`src/hw/rtl/i2cms_pkg.sv`:
```
// Shared types and constants for the I2C master byte sequencer.
// No dependencies; used by i2cms_core and i2c_master_byte_sequencer.

package i2cms_pkg;

  localparam int CFG_W     = 12;
  localparam int CFG_IDX_W = 2;
  localparam int IN_W      = 16;
  localparam int OUT_W     = 16;

  localparam logic [CFG_W-1:0] HALF_BIT_RST = 12'd5;
  localparam logic [CFG_W-1:0] SETUP_RST    = 12'd2;
  localparam logic [7:0]       MSB_MASK     = 8'h80;

  typedef enum logic [CFG_IDX_W-1:0] {
    REG_HALF_BIT = 2'd0,
    REG_SETUP    = 2'd1
  } reg_idx_e;

  typedef enum logic [1:0] {
    OP_START = 2'd0,
    OP_STOP  = 2'd1,
    OP_WRITE = 2'd2,
    OP_READ  = 2'd3
  } opcode_e;

  typedef enum logic [3:0] {
    PH_IDLE      = 4'd0,
    PH_ST_A      = 4'd1,
    PH_ST_B      = 4'd2,
    PH_ST_C      = 4'd3,
    PH_SP_A      = 4'd4,
    PH_SP_B      = 4'd5,
    PH_SP_C      = 4'd6,
    PH_WR_SETUP  = 4'd7,
    PH_WR_HIGH   = 4'd8,
    PH_WR_LOW    = 4'd9,
    PH_WR_ACK    = 4'd10,
    PH_RD_HIGH   = 4'd11,
    PH_RD_LOW    = 4'd12,
    PH_RD_ASETUP = 4'd13,
    PH_RD_AHIGH  = 4'd14,
    PH_RD_ALOW   = 4'd15
  } phase_e;

  typedef struct packed {
    logic       sda_in;
    logic       send_ack;
    logic [7:0] tx_byte;
    opcode_e    opcode;
    logic       cmd_valid;
  } item_t;

  typedef struct packed {
    logic       ack_level;
    logic [7:0] rx_byte;
    logic       done_res;
    logic       busy_res;
    logic       sda_out;
    logic       scl_out;
  } result_t;

endpackage

```
`src/hw/rtl/i2cms_core.sv`:
```
// Tick step logic and bus state of the I2C master byte sequencer.
// Depends on i2cms_pkg.

module i2cms_core #(
  parameter int DELAY_WIDTH = 12
) (
  input  logic                         clk_i,
  input  logic                         rst_ni,
  input  logic                         step_i,
  input  i2cms_pkg::item_t             item_i,
  input  logic [i2cms_pkg::CFG_W-1:0]  half_bit_i,
  input  logic [i2cms_pkg::CFG_W-1:0]  setup_i,
  output i2cms_pkg::result_t           res_o
);

  localparam int ExtW = ((DELAY_WIDTH > i2cms_pkg::CFG_W) ? DELAY_WIDTH : i2cms_pkg::CFG_W) + 1;
  localparam logic [ExtW-1:0] DelayMax = ExtW'((64'd1 << DELAY_WIDTH) - 64'd1);

  // zero counts as one tick, too large saturates
  function automatic logic [DELAY_WIDTH-1:0] ticks_of(input logic [i2cms_pkg::CFG_W-1:0] v);
    logic [ExtW-1:0] ext;
    ext = ExtW'(v);
    if (v == '0) ext = ExtW'(1);
    if (ext > DelayMax) ext = DelayMax;
    return ext[DELAY_WIDTH-1:0];
  endfunction

  i2cms_pkg::phase_e      phase_q, phase_d;
  logic [3:0]             bit_cnt_q, bit_cnt_d;
  logic [7:0]             shift_q, shift_d;
  logic [DELAY_WIDTH-1:0] delay_q, delay_d;
  logic                   ack_req_q, ack_req_d;
  logic                   scl_q, scl_d;
  logic                   sda_q, sda_d;
  logic                   ack_seen_q, ack_seen_d;
  logic [7:0]             rx_q, rx_d;
  logic                   done;
  logic [DELAY_WIDTH-1:0] half_t, setup_t;
  logic [3:0]             bit_inc;
  logic [7:0]             shift_nx;

  assign half_t   = ticks_of(half_bit_i);
  assign setup_t  = ticks_of(setup_i);
  assign bit_inc  = bit_cnt_q + 4'd1;
  assign shift_nx = {shift_q[6:0], 1'b0};

  always_comb begin
    phase_d    = phase_q;
    bit_cnt_d  = bit_cnt_q;
    shift_d    = shift_q;
    delay_d    = delay_q;
    ack_req_d  = ack_req_q;
    scl_d      = scl_q;
    sda_d      = sda_q;
    ack_seen_d = ack_seen_q;
    rx_d       = rx_q;
    done       = 1'b0;

    if (phase_q == i2cms_pkg::PH_IDLE) begin
      if (item_i.cmd_valid) begin
        unique case (item_i.opcode)
          i2cms_pkg::OP_START: begin
            scl_d = 1'b1; sda_d = 1'b1;
            phase_d = i2cms_pkg::PH_ST_A; delay_d = half_t;
          end
          i2cms_pkg::OP_STOP: begin
            scl_d = 1'b0; sda_d = 1'b0;
            phase_d = i2cms_pkg::PH_SP_A; delay_d = half_t;
          end
          i2cms_pkg::OP_WRITE: begin
            shift_d = item_i.tx_byte; bit_cnt_d = '0;
            sda_d = |(item_i.tx_byte & i2cms_pkg::MSB_MASK);
            phase_d = i2cms_pkg::PH_WR_SETUP; delay_d = setup_t;
          end
          default: begin
            shift_d = '0; bit_cnt_d = '0; ack_req_d = item_i.send_ack;
            sda_d = 1'b1; scl_d = 1'b1;
            phase_d = i2cms_pkg::PH_RD_HIGH; delay_d = half_t;
          end
        endcase
      end
    end else if (delay_q > DELAY_WIDTH'(1)) begin
      delay_d = delay_q - DELAY_WIDTH'(1);
    end else begin
      unique case (phase_q)
        i2cms_pkg::PH_ST_A: begin
          sda_d = 1'b0; phase_d = i2cms_pkg::PH_ST_B; delay_d = half_t;
        end
        i2cms_pkg::PH_ST_B: begin
          scl_d = 1'b0; phase_d = i2cms_pkg::PH_ST_C; delay_d = half_t;
        end
        i2cms_pkg::PH_SP_A: begin
          scl_d = 1'b1; phase_d = i2cms_pkg::PH_SP_B; delay_d = half_t;
        end
        i2cms_pkg::PH_SP_B: begin
          sda_d = 1'b1; phase_d = i2cms_pkg::PH_SP_C; delay_d = half_t;
        end
        i2cms_pkg::PH_WR_SETUP: begin
          scl_d = 1'b1; phase_d = i2cms_pkg::PH_WR_HIGH; delay_d = half_t;
        end
        i2cms_pkg::PH_WR_HIGH: begin
          scl_d = 1'b0; phase_d = i2cms_pkg::PH_WR_LOW; delay_d = setup_t;
        end
        i2cms_pkg::PH_WR_LOW: begin
          bit_cnt_d = bit_inc;
          if (bit_inc < 4'd8) begin
            shift_d = shift_nx;
            sda_d   = |(shift_nx & i2cms_pkg::MSB_MASK);
            phase_d = i2cms_pkg::PH_WR_SETUP; delay_d = setup_t;
          end else begin
            sda_d = 1'b1; scl_d = 1'b1;
            phase_d = i2cms_pkg::PH_WR_ACK; delay_d = half_t;
          end
        end
        i2cms_pkg::PH_WR_ACK: begin
          ack_seen_d = item_i.sda_in; scl_d = 1'b0;
          done = 1'b1;
        end
        i2cms_pkg::PH_RD_HIGH: begin
          shift_d = {shift_q[6:0], item_i.sda_in};
          scl_d = 1'b0; phase_d = i2cms_pkg::PH_RD_LOW; delay_d = half_t;
        end
        i2cms_pkg::PH_RD_LOW: begin
          bit_cnt_d = bit_inc;
          if (bit_inc < 4'd8) begin
            scl_d = 1'b1; phase_d = i2cms_pkg::PH_RD_HIGH; delay_d = half_t;
          end else begin
            if (ack_req_q) sda_d = 1'b0;
            phase_d = i2cms_pkg::PH_RD_ASETUP; delay_d = setup_t;
          end
        end
        i2cms_pkg::PH_RD_ASETUP: begin
          scl_d = 1'b1; phase_d = i2cms_pkg::PH_RD_AHIGH; delay_d = half_t;
        end
        i2cms_pkg::PH_RD_AHIGH: begin
          scl_d = 1'b0; phase_d = i2cms_pkg::PH_RD_ALOW; delay_d = half_t;
        end
        i2cms_pkg::PH_RD_ALOW: begin
          rx_d = shift_q;
          done = 1'b1;
        end
        default: begin
          done = 1'b1;
        end
      endcase
      if (done) begin
        phase_d = i2cms_pkg::PH_IDLE;
        delay_d = '0;
      end
    end
  end

  always_ff @(posedge clk_i or negedge rst_ni) begin
    if (!rst_ni) begin
      phase_q    <= i2cms_pkg::PH_IDLE;
      bit_cnt_q  <= '0;
      shift_q    <= '0;
      delay_q    <= '0;
      ack_req_q  <= 1'b0;
      scl_q      <= 1'b1;
      sda_q      <= 1'b1;
      ack_seen_q <= 1'b1;
      rx_q       <= '0;
    end else if (step_i) begin
      phase_q    <= phase_d;
      bit_cnt_q  <= bit_cnt_d;
      shift_q    <= shift_d;
      delay_q    <= delay_d;
      ack_req_q  <= ack_req_d;
      scl_q      <= scl_d;
      sda_q      <= sda_d;
      ack_seen_q <= ack_seen_d;
      rx_q       <= rx_d;
    end
  end

  always_comb begin
    res_o.scl_out   = scl_d;
    res_o.sda_out   = sda_d;
    res_o.busy_res  = (phase_d != i2cms_pkg::PH_IDLE);
    res_o.done_res  = done;
    res_o.rx_byte   = rx_d;
    res_o.ack_level = ack_seen_d;
  end

endmodule

```
`src/hw/rtl/i2c_master_byte_sequencer.sv`:
```
// An accepted tick goes through the input register and then the result register to the output.
// One tick per clock unless results stall; the step logic between the registers is single pass.
// The output register decouples the sides: an empty input stage takes a tick while a result waits.
// Reset (rst_ni low, async): bus released (SCL/SDA high), sequencer idle, ack_level 1,
// rx_byte 0, half_bit_ticks 5, setup_ticks 2. No clearing pass; ready right after reset.
// Depends on i2cms_pkg and i2cms_core.

module i2c_master_byte_sequencer #(
  parameter int DELAY_WIDTH = 12
) (
  input  logic                             clk_i,
  input  logic                             rst_ni,
  // tick input stream
  input  logic                             s_axis_tvalid,
  output logic                             s_axis_tready,
  // [0] cmd_valid, [2:1] opcode, [10:3] tx_byte, [11] send_ack, [12] sda_in, [15:13] zero
  input  logic [i2cms_pkg::IN_W-1:0]       s_axis_tdata,
  // result stream
  output logic                             m_axis_tvalid,
  input  logic                             m_axis_tready,
  // [0] scl_out, [1] sda_out, [2] busy_res, [3] done_res, [11:4] rx_byte, [12] ack_level,
  // [15:13] zero
  output logic [i2cms_pkg::OUT_W-1:0]      m_axis_tdata,
  // register writes: index 0 half_bit_ticks, index 1 setup_ticks
  input  logic                             cfg_valid_i,
  output logic                             cfg_ready_o,
  input  logic [i2cms_pkg::CFG_IDX_W-1:0]  cfg_addr_i,
  input  logic [i2cms_pkg::CFG_W-1:0]      cfg_data_i
);

  // Config registers; writes to unknown indexes are dropped.
  logic [i2cms_pkg::CFG_W-1:0] half_bit_q, setup_q;

  assign cfg_ready_o = 1'b1;

  always_ff @(posedge clk_i or negedge rst_ni) begin
    if (!rst_ni) begin
      half_bit_q <= i2cms_pkg::HALF_BIT_RST;
      setup_q    <= i2cms_pkg::SETUP_RST;
    end else if (cfg_valid_i) begin
      unique case (cfg_addr_i)
        i2cms_pkg::REG_HALF_BIT: half_bit_q <= cfg_data_i;
        i2cms_pkg::REG_SETUP:    setup_q    <= cfg_data_i;
        default: ;
      endcase
    end
  end

  // Input register stage.
  logic             in_valid_q;
  i2cms_pkg::item_t in_item_q;
  logic             step_en;
  logic             in_take;

  // Step fires when a tick is held and the result register is free (or draining).
  assign step_en       = in_valid_q && (!m_axis_tvalid || m_axis_tready);
  assign s_axis_tready = !in_valid_q || step_en;
  assign in_take       = s_axis_tvalid && s_axis_tready;

  always_ff @(posedge clk_i or negedge rst_ni) begin
    if (!rst_ni) begin
      in_valid_q <= 1'b0;
    end else if (s_axis_tready) begin
      in_valid_q <= s_axis_tvalid;
    end
  end

  always_ff @(posedge clk_i) begin
    if (in_take) begin
      in_item_q.cmd_valid <= s_axis_tdata[0];
      in_item_q.opcode    <= i2cms_pkg::opcode_e'(s_axis_tdata[2:1]);
      in_item_q.tx_byte   <= s_axis_tdata[10:3];
      in_item_q.send_ack  <= s_axis_tdata[11];
      in_item_q.sda_in    <= s_axis_tdata[12];
    end
  end

  // Sequencer: state advances exactly once per tick, when its result is captured.
  i2cms_pkg::result_t res;

  i2cms_core #(
    .DELAY_WIDTH(DELAY_WIDTH)
  ) u_core (
    .clk_i      (clk_i),
    .rst_ni     (rst_ni),
    .step_i     (step_en),
    .item_i     (in_item_q),
    .half_bit_i (half_bit_q),
    .setup_i    (setup_q),
    .res_o      (res)
  );

  // Result register.
  logic               out_valid_q;
  i2cms_pkg::result_t out_res_q;

  always_ff @(posedge clk_i or negedge rst_ni) begin
    if (!rst_ni) begin
      out_valid_q <= 1'b0;
    end else if (step_en) begin
      out_valid_q <= 1'b1;
    end else if (m_axis_tready) begin
      out_valid_q <= 1'b0;
    end
  end

  always_ff @(posedge clk_i) begin
    if (step_en) begin
      out_res_q <= res;
    end
  end

  assign m_axis_tvalid = out_valid_q;
  assign m_axis_tdata  = {3'b000, out_res_q.ack_level, out_res_q.rx_byte,
                          out_res_q.done_res, out_res_q.busy_res,
                          out_res_q.sda_out, out_res_q.scl_out};

`ifndef SYNTHESIS
  // A completing tick never reports the sequencer as still busy.
  assert property (@(posedge clk_i) disable iff (!rst_ni)
    step_en && res.done_res |-> !res.busy_res)
    else $error("done and busy both set");

  // A stalled result blocks the step, so the bus state cannot run ahead.
  assert property (@(posedge clk_i) disable iff (!rst_ni)
    out_valid_q && !m_axis_tready |-> !step_en)
    else $error("step while result stalled");

  // A held tick that is not stepped stays held.
  assert property (@(posedge clk_i) disable iff (!rst_ni)
    in_valid_q && !step_en |=> in_valid_q && $stable(in_item_q))
    else $error("held tick lost");

  // Every step produces a pending result on the next cycle.
  assert property (@(posedge clk_i) disable iff (!rst_ni)
    step_en |=> out_valid_q)
    else $error("step result dropped");
`endif

endmodule

```
`config.mk`:
```
export PLATFORM = sky130hd
export DESIGN_NAME = i2c_master_byte_sequencer
export DESIGN_NICKNAME = d
export VERILOG_FILES = /design/src/hw/rtl/i2cms_pkg.sv /design/src/hw/rtl/i2cms_core.sv /design/src/hw/rtl/i2c_master_byte_sequencer.sv
export SDC_FILE = /design/constraint.sdc
export NUM_CORES = 1
export LEC_CHECK = 0
export BUFFER_PORTS_ARGS = -buffer_cell sky130_fd_sc_hd__buf_4
export CORE_ASPECT_RATIO = 1.1
export CORE_UTILIZATION = 50
export DETAILED_ROUTE_END_ITERATION = 10
export GPL_ROUTABILITY_DRIVEN = 1
export PLACE_DENSITY = 0.67
export SLEW_MARGIN = 10
export SYNTH_ARGS = -nofsm -noshare
export SYNTH_HDL_FRONTEND = slang
export SYNTH_SLANG_ARGS = --single-unit
```
`constraint.sdc`:
```
create_clock -name clk_i -period 2.91 [get_ports clk_i]
set_input_delay 0.1455 -clock clk_i [delete_from_list [all_inputs] [get_ports clk_i]]
set_output_delay 0.1455 -clock clk_i [all_outputs]
set_load 0.05 [all_outputs]
```
* Word-level counts from Yosys, hierarchy flattened
Cells that the tools add are included.
** Storage, ports and cells
- Output and inout bits :: 19
- Bits in registers :: 92
- Word-level logic and storage cells :: 138
- Bits of input ports :: 35
** Cells by class
- $add $sub $neg :: 2
- Muxes and demuxes :: 57
- Equal/unequal tests :: 20
- Reduce and logical (&&, ||, !) cells :: 30
- Bitwise operators :: 1
- $lt $le $gt $ge :: 4
** Operator list (number)
- 12-bit two-way mux :: 11
- 8-bit two-way mux :: 7
- 12-bit one-hot mux with 4 select lines :: 1
- 4-bit one-hot mux with 11 select lines :: 1
- 4-bit two-way mux :: 10
- 4-bit equality test (second input constant) :: 8
- 8-bit one-hot mux with 2 select lines :: 2
- 12-bit > comparator (second input constant) :: 2
- 12-bit logical NOT :: 2
- 1-bit two-way mux :: 19
- 4-bit by 3-bit equality test with 1-bit output (second input constant) :: 3
- 12-bit by 1-bit > comparator with 1-bit output (second input constant) :: 1
- 4-bit one-hot mux with 3 select lines :: 1
- 12-bit by 1-bit subtractor with 12-bit output (second input constant) :: 1
- 11-bit OR reduction :: 1
- 1-bit one-hot mux with 4 select lines :: 2
- 8-bit OR reduction :: 1
- 7-bit nonzero test :: 1
- 6-bit AND reduction :: 1
- 2-bit OR reduction :: 3
- 3-bit OR reduction :: 2
- 5-bit AND reduction :: 1
- 5-bit OR reduction :: 1
- 4-bit by 1-bit adder with 4-bit output (second input constant) :: 1
- 22 further kinds :: 31

* Depth between registers and ports, before layout
Gate-level depths: netlist of run 1.
- Word-level depth :: 9
- Depth in mapped cells :: 9
- Gate-level depth less buffers :: 8

* Hierarchy
From an unflattened synthesis of run 1, not the netlist that was laid out.
** Unflattened totals
- Cell total of the unflattened synthesis :: 479
- Area, all modules :: 5151.2 µm²
** Modules (own cells, without submodules)
- i2cms_core :: area each 3305.7 µm², instances 1, sequential area each 1004.7 µm², cells an instance 387
- i2c_master_byte_sequencer :: area each 1845.5 µm², instances 1, sequential area each 1435.1 µm², cells an instance 92

* Worst setup path after synthesis of run 1
No wires, ideal clock.
- Kind :: register to register
- Start point :: reg u_core.delay_q[0]
- End point :: reg u_core.rx_q[0]
- Setup slack :: 675 ps
- Required time :: 2785 ps
- Clock period less this slack :: 2235 ps
- Stages on the path, launching flop included :: 10
- Arrival time :: 2110 ps
- Library setup time :: 125 ps
- Path buffers :: 1
- Path through :: dfrtp_1 > inv_1 > ha_1 > nor2_1 > and3b_1 > nand2_2 > or3_1 > buf_6 > nor2_8 > mux2_2
** Between the ends
- Cells in the longest elaborated chain, start to end :: 3
** Ends and longest elaborated chain
- start: declaration :: RTL line i2cms_core.sv:31 : logic [DELAY_WIDTH-1:0] delay_q, delay_d;
- start signal: assignment :: RTL line i2cms_core.sv:168 : delay_q <= delay_d;
- 12-bit by 1-bit > comparator with 1-bit output :: RTL line i2cms_core.sv:82 : end else if (delay_q > DELAY_WIDTH'(1)) begin
- 8-bit two-way mux :: RTL line i2cms_core.sv:82
- 8-bit two-way mux :: RTL line i2cms_core.sv:59 : if (phase_q == i2cms_pkg::PH_IDLE) begin
- end signal: assignment :: RTL line i2cms_core.sv:173 : rx_q <= rx_d;
- end: declaration :: RTL line i2cms_core.sv:36 : logic [7:0] rx_q, rx_d;
Every way passes these cells.
A chain may end at the register's enable or synchronous reset.

* Worst setup path after layout of run 1
- Start point :: reg u_core.delay_q[0]
- End point :: reg u_core.rx_q[4]
Same word-level chain as after synthesis.

==> results of run 1 <==
[sequential cells by signal (all words and copies together) (netlist names), 4 cells and up]
signal            count
setup_q              12
in_item_q            13
u_core.bit_cnt_q      4
m_axis_tdata         13
u_core.rx_q           8
u_core.shift_q        8
u_core.phase_q        4
u_core.delay_q       12
half_bit_q           12
[layer usage]
metal	global-route usage	wire length (um)
met1	0.316	5340
met2	0.427	6260
met3	0.0381	660
met4	0.115	313
met5	0	0
[final cells by class]
type	count	area (um^2)	share of cell area
clock buffers	10	138	0.0232
clock inverters	6	55.1	0.00928
inverters	9	33.8	0.00570
multi-input cells	358	2490	0.420
flip-flops and latches	92	2440	0.411
well taps	120	150	0.0253
repair buffers	78	626	0.105
[repair_timing]
item,CTS,global route
hold endpoints to repair,76,0
setup endpoints to repair,0,0
hold buffers,16,0
[through the flow]
| step | setup slack, ns | instance area [um^2] | instances | utilization | total power, W |
|---|---|---|---|---|---|
| 4_1_cts | 0.249 | 5930 | 673 | 0.600 | 0.00481 |
| 3_3_place_gp | 0.345 | 5580 | 641 | 0.564 | 0.00390 |
| 2_1_floorplan | 0.675 | 5120 | 488 | - | 0.00338 |
| 3_5_place_dp | 0.267 | 5580 | 641 | 0.564 | 0.00394 |
| 5_1_grt | 0.108 | 5930 | 673 | 0.600 | 0.00514 |
| 6_report | 0.267 | 5930 | 673 | 0.600 | 0.00482 |
[worst reg2reg max path: stages, from the launching register on]
cell and delay (ns):
dfrtp_1 0.44, inv_1 0.12, ha_1 0.23, nor2_1 0.09
and3b_1 0.30, nand2_2 0.07, or3_1 0.62, nor2_8 0.28
mux2_2 0.37
[worst max path at each step]
stage / start / end / slack, ns / depth (start not counted)
after detailed placement: u_core.delay_q[0]$_DFFE_PN0P_ / u_core.rx_q[4]$_DFFE_PN0P_ / 0.27 / 8
after global routing: u_core.delay_q[0]$_DFFE_PN0P_ / u_core.bit_cnt_q[3]$_DFFE_PN0P_ / 0.11 / 8
after global placement: u_core.delay_q[0]$_DFFE_PN0P_ / u_core.rx_q[4]$_DFFE_PN0P_ / 0.35 / 8
final: u_core.delay_q[0]$_DFFE_PN0P_ / u_core.rx_q[4]$_DFFE_PN0P_ / 0.27 / 8
after CTS: u_core.delay_q[0]$_DFFE_PN0P_ / u_core.rx_q[4]$_DFFE_PN0P_ / 0.25 / 8
after floorplan: u_core.delay_q[0]$_DFFE_PN0P_ / u_core.rx_q[0]$_DFFE_PN0P_ / 0.68 / 9
[cells by family (layout without fill, tap and decap cells)]
logic type,Yosys count,in the layout,share of synthesized area
simple gates,156,156,0.163
buf+inv,38,103,0.0374
fa+ha+maj,7,7,0.0171
xor+xnor,7,7,0.0164
flops,92,92,0.477
mux,62,62,0.133
other cells,2,4,0.00147
compound gates,122,122,0.154
[where the power goes]
part           switching [W]  internal (W)  leakage [nW]
clock network       0.000501      0.000349        0.0925
logic                0.00120      0.000815          1.30
registers           0.000339       0.00162          1.07
[cells in the final DEF, fill, tap and decap left out, types with 5 or more instances in the layout]
cell type,netlist,layout
a211oi_1,5,5
dfrtp_1,60,60
nor2_1,30,30
dlygate4sd3_1,0,16
edfxtp_1,26,26
o211ai_1,5,5
nor4_1,8,8
ha_1,7,7
nand4_1,5,5
o21ai_0,33,33
mux2i_1,13,13
inv_1,8,8
dfstp_2,6,6
and3_1,10,10
mux2_2,49,49
clkbuf_8,0,10
nand2_1,36,36
a21oi_1,32,32
nor3_1,16,16
nor2b_1,5,5
nand3_1,14,14
nand2b_1,8,8
buf_4,5,62
a31oi_1,6,6
==> results.toml, run 1 <==
[clock_network]
htreeDepth = 3
cts_buffers = 9
clk_pin_slew_ns = 0.10
clockBufferDepth = 2
cts-resized-gates = 0
cts.sinks = 92
clock_latency_ns = 0.37
cts_root_buf = "clkbuf_8"
cts_setup_buffers = 0
cts_tree = "yes"

[setup_path]
path_max_fanout = 9
critPathTopFamily = "simple AND/OR/NAND/NOR gates"
r2r-end = "u_core.rx_q[4]$_DFFE_PN0P_"
critPathCaptureType = "flop"
path_cells = "inv_1 > ha_1 > nor2_1 > and3b_1 > nand2_2 > or3_1 > nor2_8 > mux2_2"
worst_path_max_delay_cell = "or3_1"
critPathKind = "reg -> reg"
critPathArrivalTime_ns = 2.91
cp_num_buf_inv = 1
r2r_slack_ns = 0.27
start_kind = "flop"
r2r_cells = 8
max_stage_delay_ns = 0.62
cp_data_required_time_ns = 3.17
reg2reg_from = "u_core.delay_q[0]$_DFFE_PN0P_"

[route]
drt_wl_total_um = 12600
via_per_inst = 6.15
first_pass_iters = 7
ant_nets = 0
wl_per_cell_um = 18.7
num_vias = 4136
drc_errors = 0
drt_iter0_drc = 280

[sta]
maxSlewHeadroom = 0.360
tightest_slew_ns = 0.951
post-route-min-period_ns = 2.64
setup_tns_ns = 0
holdWs_ns = 0.00593
hold_violations = 0
slew_violations = 0
setup_viol = 0
rsz0062_at_grt = "no"
clock.fmax_mhz = 378
finalClockSkew_ns = 0.0118
period_share = 0.908

[global_routing]
antenna_found_initial = 0
grt_max_degree = 67
grt-ovfl-total = 0
first_global_vias = 4159
grt_usage = 0.250
grt_pass1_wl_um = 20700

[worst_hold_path]
min_from = "cfg_data_i[2]"
whs_endpoint = "setup_q[2]$_DFFE_PN0P_"
hold_path_class = "in -> reg"
worst_hold_path.num_cells = 2

[logic_synthesis]
async_flop_share = 0.717
yosysWarnings = 0
synth_area_leaders = "dfrtp_1 29%, edfxtp_1 15%, mux2_2 11%"
synth_common_cells = "60 x dfrtp_1, 49 x mux2_2, 36 x nand2_1, 33 x o21ai_0, 32 x a21oi_1"
yosysMostFrequentCell = "dfrtp_1"
ys_types = 70
syn_area_per_cell_um2 = 10.5
synth_top_area_share = 0.294
synthCells = 486
ys.flop_type = "dfrtp_1"
synth-edff-count = 26
ys_seq_elements = 92
yosys.area.top_type = "dfrtp_1"
ys_seq_area_frac = 0.477
netlist_area_um2 = 5110

[floorplan]
die_x_um = 98.4
dieArea_um2 = 10600
core.rowCount = 38
die_h_um = 108
initial_utilization = 0.517
ios = 54
core_um2 = 9890

[final_layout]
layout-drive-gt1-share = 0.269
nets = 590
syn2layout_area_growth_pct = 16.0
fillers = 855
diodes = 0

[power_and_ir_drop]
leakage_nw = 2.46
p_per_area_nw_per_um2 = 813
peakVddDrop_uv = 446

[run]
maxCapViolations = 0

[placement]
dp_hpwl_um = 8870
globalplace.congestion = 0.917
portBuffers = 46

[outcome]
status = "completed"
Note: power is estimated with default switching activity, not from simulation.
==> run 2, diff against run 1 <==
CORE_UTILIZATION = 45   (was 50)
CTS_BUF_LIST = sky130_fd_sc_hd__clkbuf_2   (was unset)
PLACE_DENSITY = 0.61   (was 0.67)
==> results.toml, run 2 (synthesis results as in run 1) <==
[sta]
maxSlewHeadroom = 0.381
setup_tns_ns = 0
hold_violations = 0
final.setup.worst_slack_ns = 0.272
clock.fmax_mhz = 379
post-route-min-period_ns = 2.64
rsz0062_at_grt = "no"
slew_violations = 0
holdWs_ns = 0.109
period_share = 0.907
finalClockSkew_ns = 0.0426
tightest_slew_ns = 0.920
setup_viol = 0

[clock_network]
clockBufferDepth = 2
clock_latency_ns = 0.58
cts_root_buf = "clkbuf_2"
cts-resized-gates = 0
cts_tree = "yes"
cts_buffers = 9
htreeDepth = 3
clk_pin_slew_ns = 0.30
cts.sinks = 92

[route]
first_pass_iters = 5
num_vias = 4129
drt_wl_total_um = 12900
wl_per_cell_um = 18.0
drc_errors = 0
via_per_inst = 5.78
drt_iter0_drc = 257
ant_nets = 0

[setup_path]
path_max_fanout = 25
critPathTopFamily = "simple AND/OR/NAND/NOR gates"
critPathCaptureType = "flop"
critPathArrivalTime_ns = 3.13
path_common_cell = "nor2_1"
worst_path_max_delay_cell = "nor2_1"
cp_num_buf_inv = 1
start_kind = "flop"
cp_data_required_time_ns = 3.40
path_cells = "or4_1 > buf_4 > nor2_1 > nor2_1 > nand4_1 > nand2b_1 > o21ai_0"
critPathKind = "reg -> reg"
max_stage_delay_ns = 0.65

[final_layout]
diodes = 0
seqCellArea_um2 = 2440
multiInputGateArea_um2 = 2490
final_common_cell = "buf_4"
syn2layout_area_growth_pct = 17.8
nets = 604
fillers = 987
layout-drive-gt1-share = 0.265
instances_no_fill = 714
mostFrequentLayoutCells = "63 x buf_4, 60 x dfrtp_1, 49 x mux2_2, 36 x nand2_1, 33 x o21ai_0"

[placement]
globalplace.congestion = 0.910
dp_slack_ns = 0.332
dp_hpwl_um = 8970
dp.cells = 669
portBuffers = 46

[worst_hold_path]
hold_path_class = "in -> reg"

[power_and_ir_drop]
pwr-share-seq = 0.412
leakage_nw = 2.50
peakVddDrop_uv = 280
clkPwrFrac = 0.137
p_per_area_nw_per_um2 = 767
p_sw_frac = 0.441
p_comb_frac = 0.451
intPower_w = 0.00258
switchingPower_w = 0.00204
total_power_w = 0.00462

[floorplan]
core.rowCount = 40
initial_utilization = 0.464
die_h_um = 114
dieArea_um2 = 11800
ios = 54
core_um2 = 11000
die_x_um = 104

[global_routing]
grt_usage = 0.228
antenna_found_initial = 0
grt_pass1_wl_um = 20900
grt-ovfl-total = 0
grt_max_degree = 67
first_global_vias = 4097

[outcome]
status = "completed"

[run]
maxCapViolations = 0
==> run 2: repair_timing <==
item                      CTS  global route
hold endpoints to repair   99             0
buffers inserted            0             0
hold buffers               29             0
==> run 2: path summary, 6_finish.rpt <==
path | from | endpoint | slack [ns] | cells past startpoint
min reg2reg | in_item_q[11]$_DFFE_PP_ | u_core.ack_req_q$_DFFE_PN0P_ | 0.52 | 1
max | u_core.phase_q[2]$_DFFE_PN0P_ | u_core.bit_cnt_q[2]$_DFFE_PN0P_ | 0.27 | 7
min in group asynchronous | rst_ni | u_core.phase_q[2]$_DFFE_PN0P_ | 0.16 | 2
max reg2reg | u_core.phase_q[2]$_DFFE_PN0P_ | u_core.bit_cnt_q[2]$_DFFE_PN0P_ | 0.27 | 7
max in group asynchronous | rst_ni | u_core.bit_cnt_q[1]$_DFFE_PN0P_ | 2.19 | 2
min | cfg_addr_i[1] | half_bit_q[2]$_DFFE_PN1P_ | 0.11 | 4
==> run 2: power groups by stage <==
stage / Sequential [W] / Clock [W] / Combinational (W)
floorplan: 0.00191 / 0 / 0.00147
global placement: 0.00192 / 0 / 0.00200
detailed placement: 0.00193 / 0 / 0.00203
CTS: 0.00190 / 0.000654 / 0.00207
global route: 0.00194 / 0.000700 / 0.00229
finish: 0.00190 / 0.000634 / 0.00208
==> run 2: stage by stage <==
step	instance area [um^2]	util
CTS	6020	0.547
floorplan	5120	-
detailed placement	5620	0.510
global route	6020	0.547
global placement	5620	0.510
finish	6020	0.547
==> run 2: layout make-up <==
cell class / instances / share of cell area
multi-input cells: 358 / 0.413
flip-flops and latches: 92 / 0.405
repair buffers: 92 / 0.127
well taps: 147 / 0.0305
clock inverters: 7 / 0.0110
clock buffers: 9 / 0.00748
inverters: 9 / 0.00561
==> run 2: tightest hold or removal path, cell delays in order <==
cell	delay (ns)
buf_4	0.08
nor3b_1	0.04
buf_4	0.18
mux2_2	0.23
==> run 2: layer usage <==
layer | GRT usage | vias to the layer above | wire, um
met5 | 0 | - | 0
met4 | 0.0986 | 0 | 339
met3 | 0.0320 | 27 | 620
met2 | 0.381 | 129 | 6240
met1 | 0.297 | 2012 | 5680
li1 | - | 1961 | -
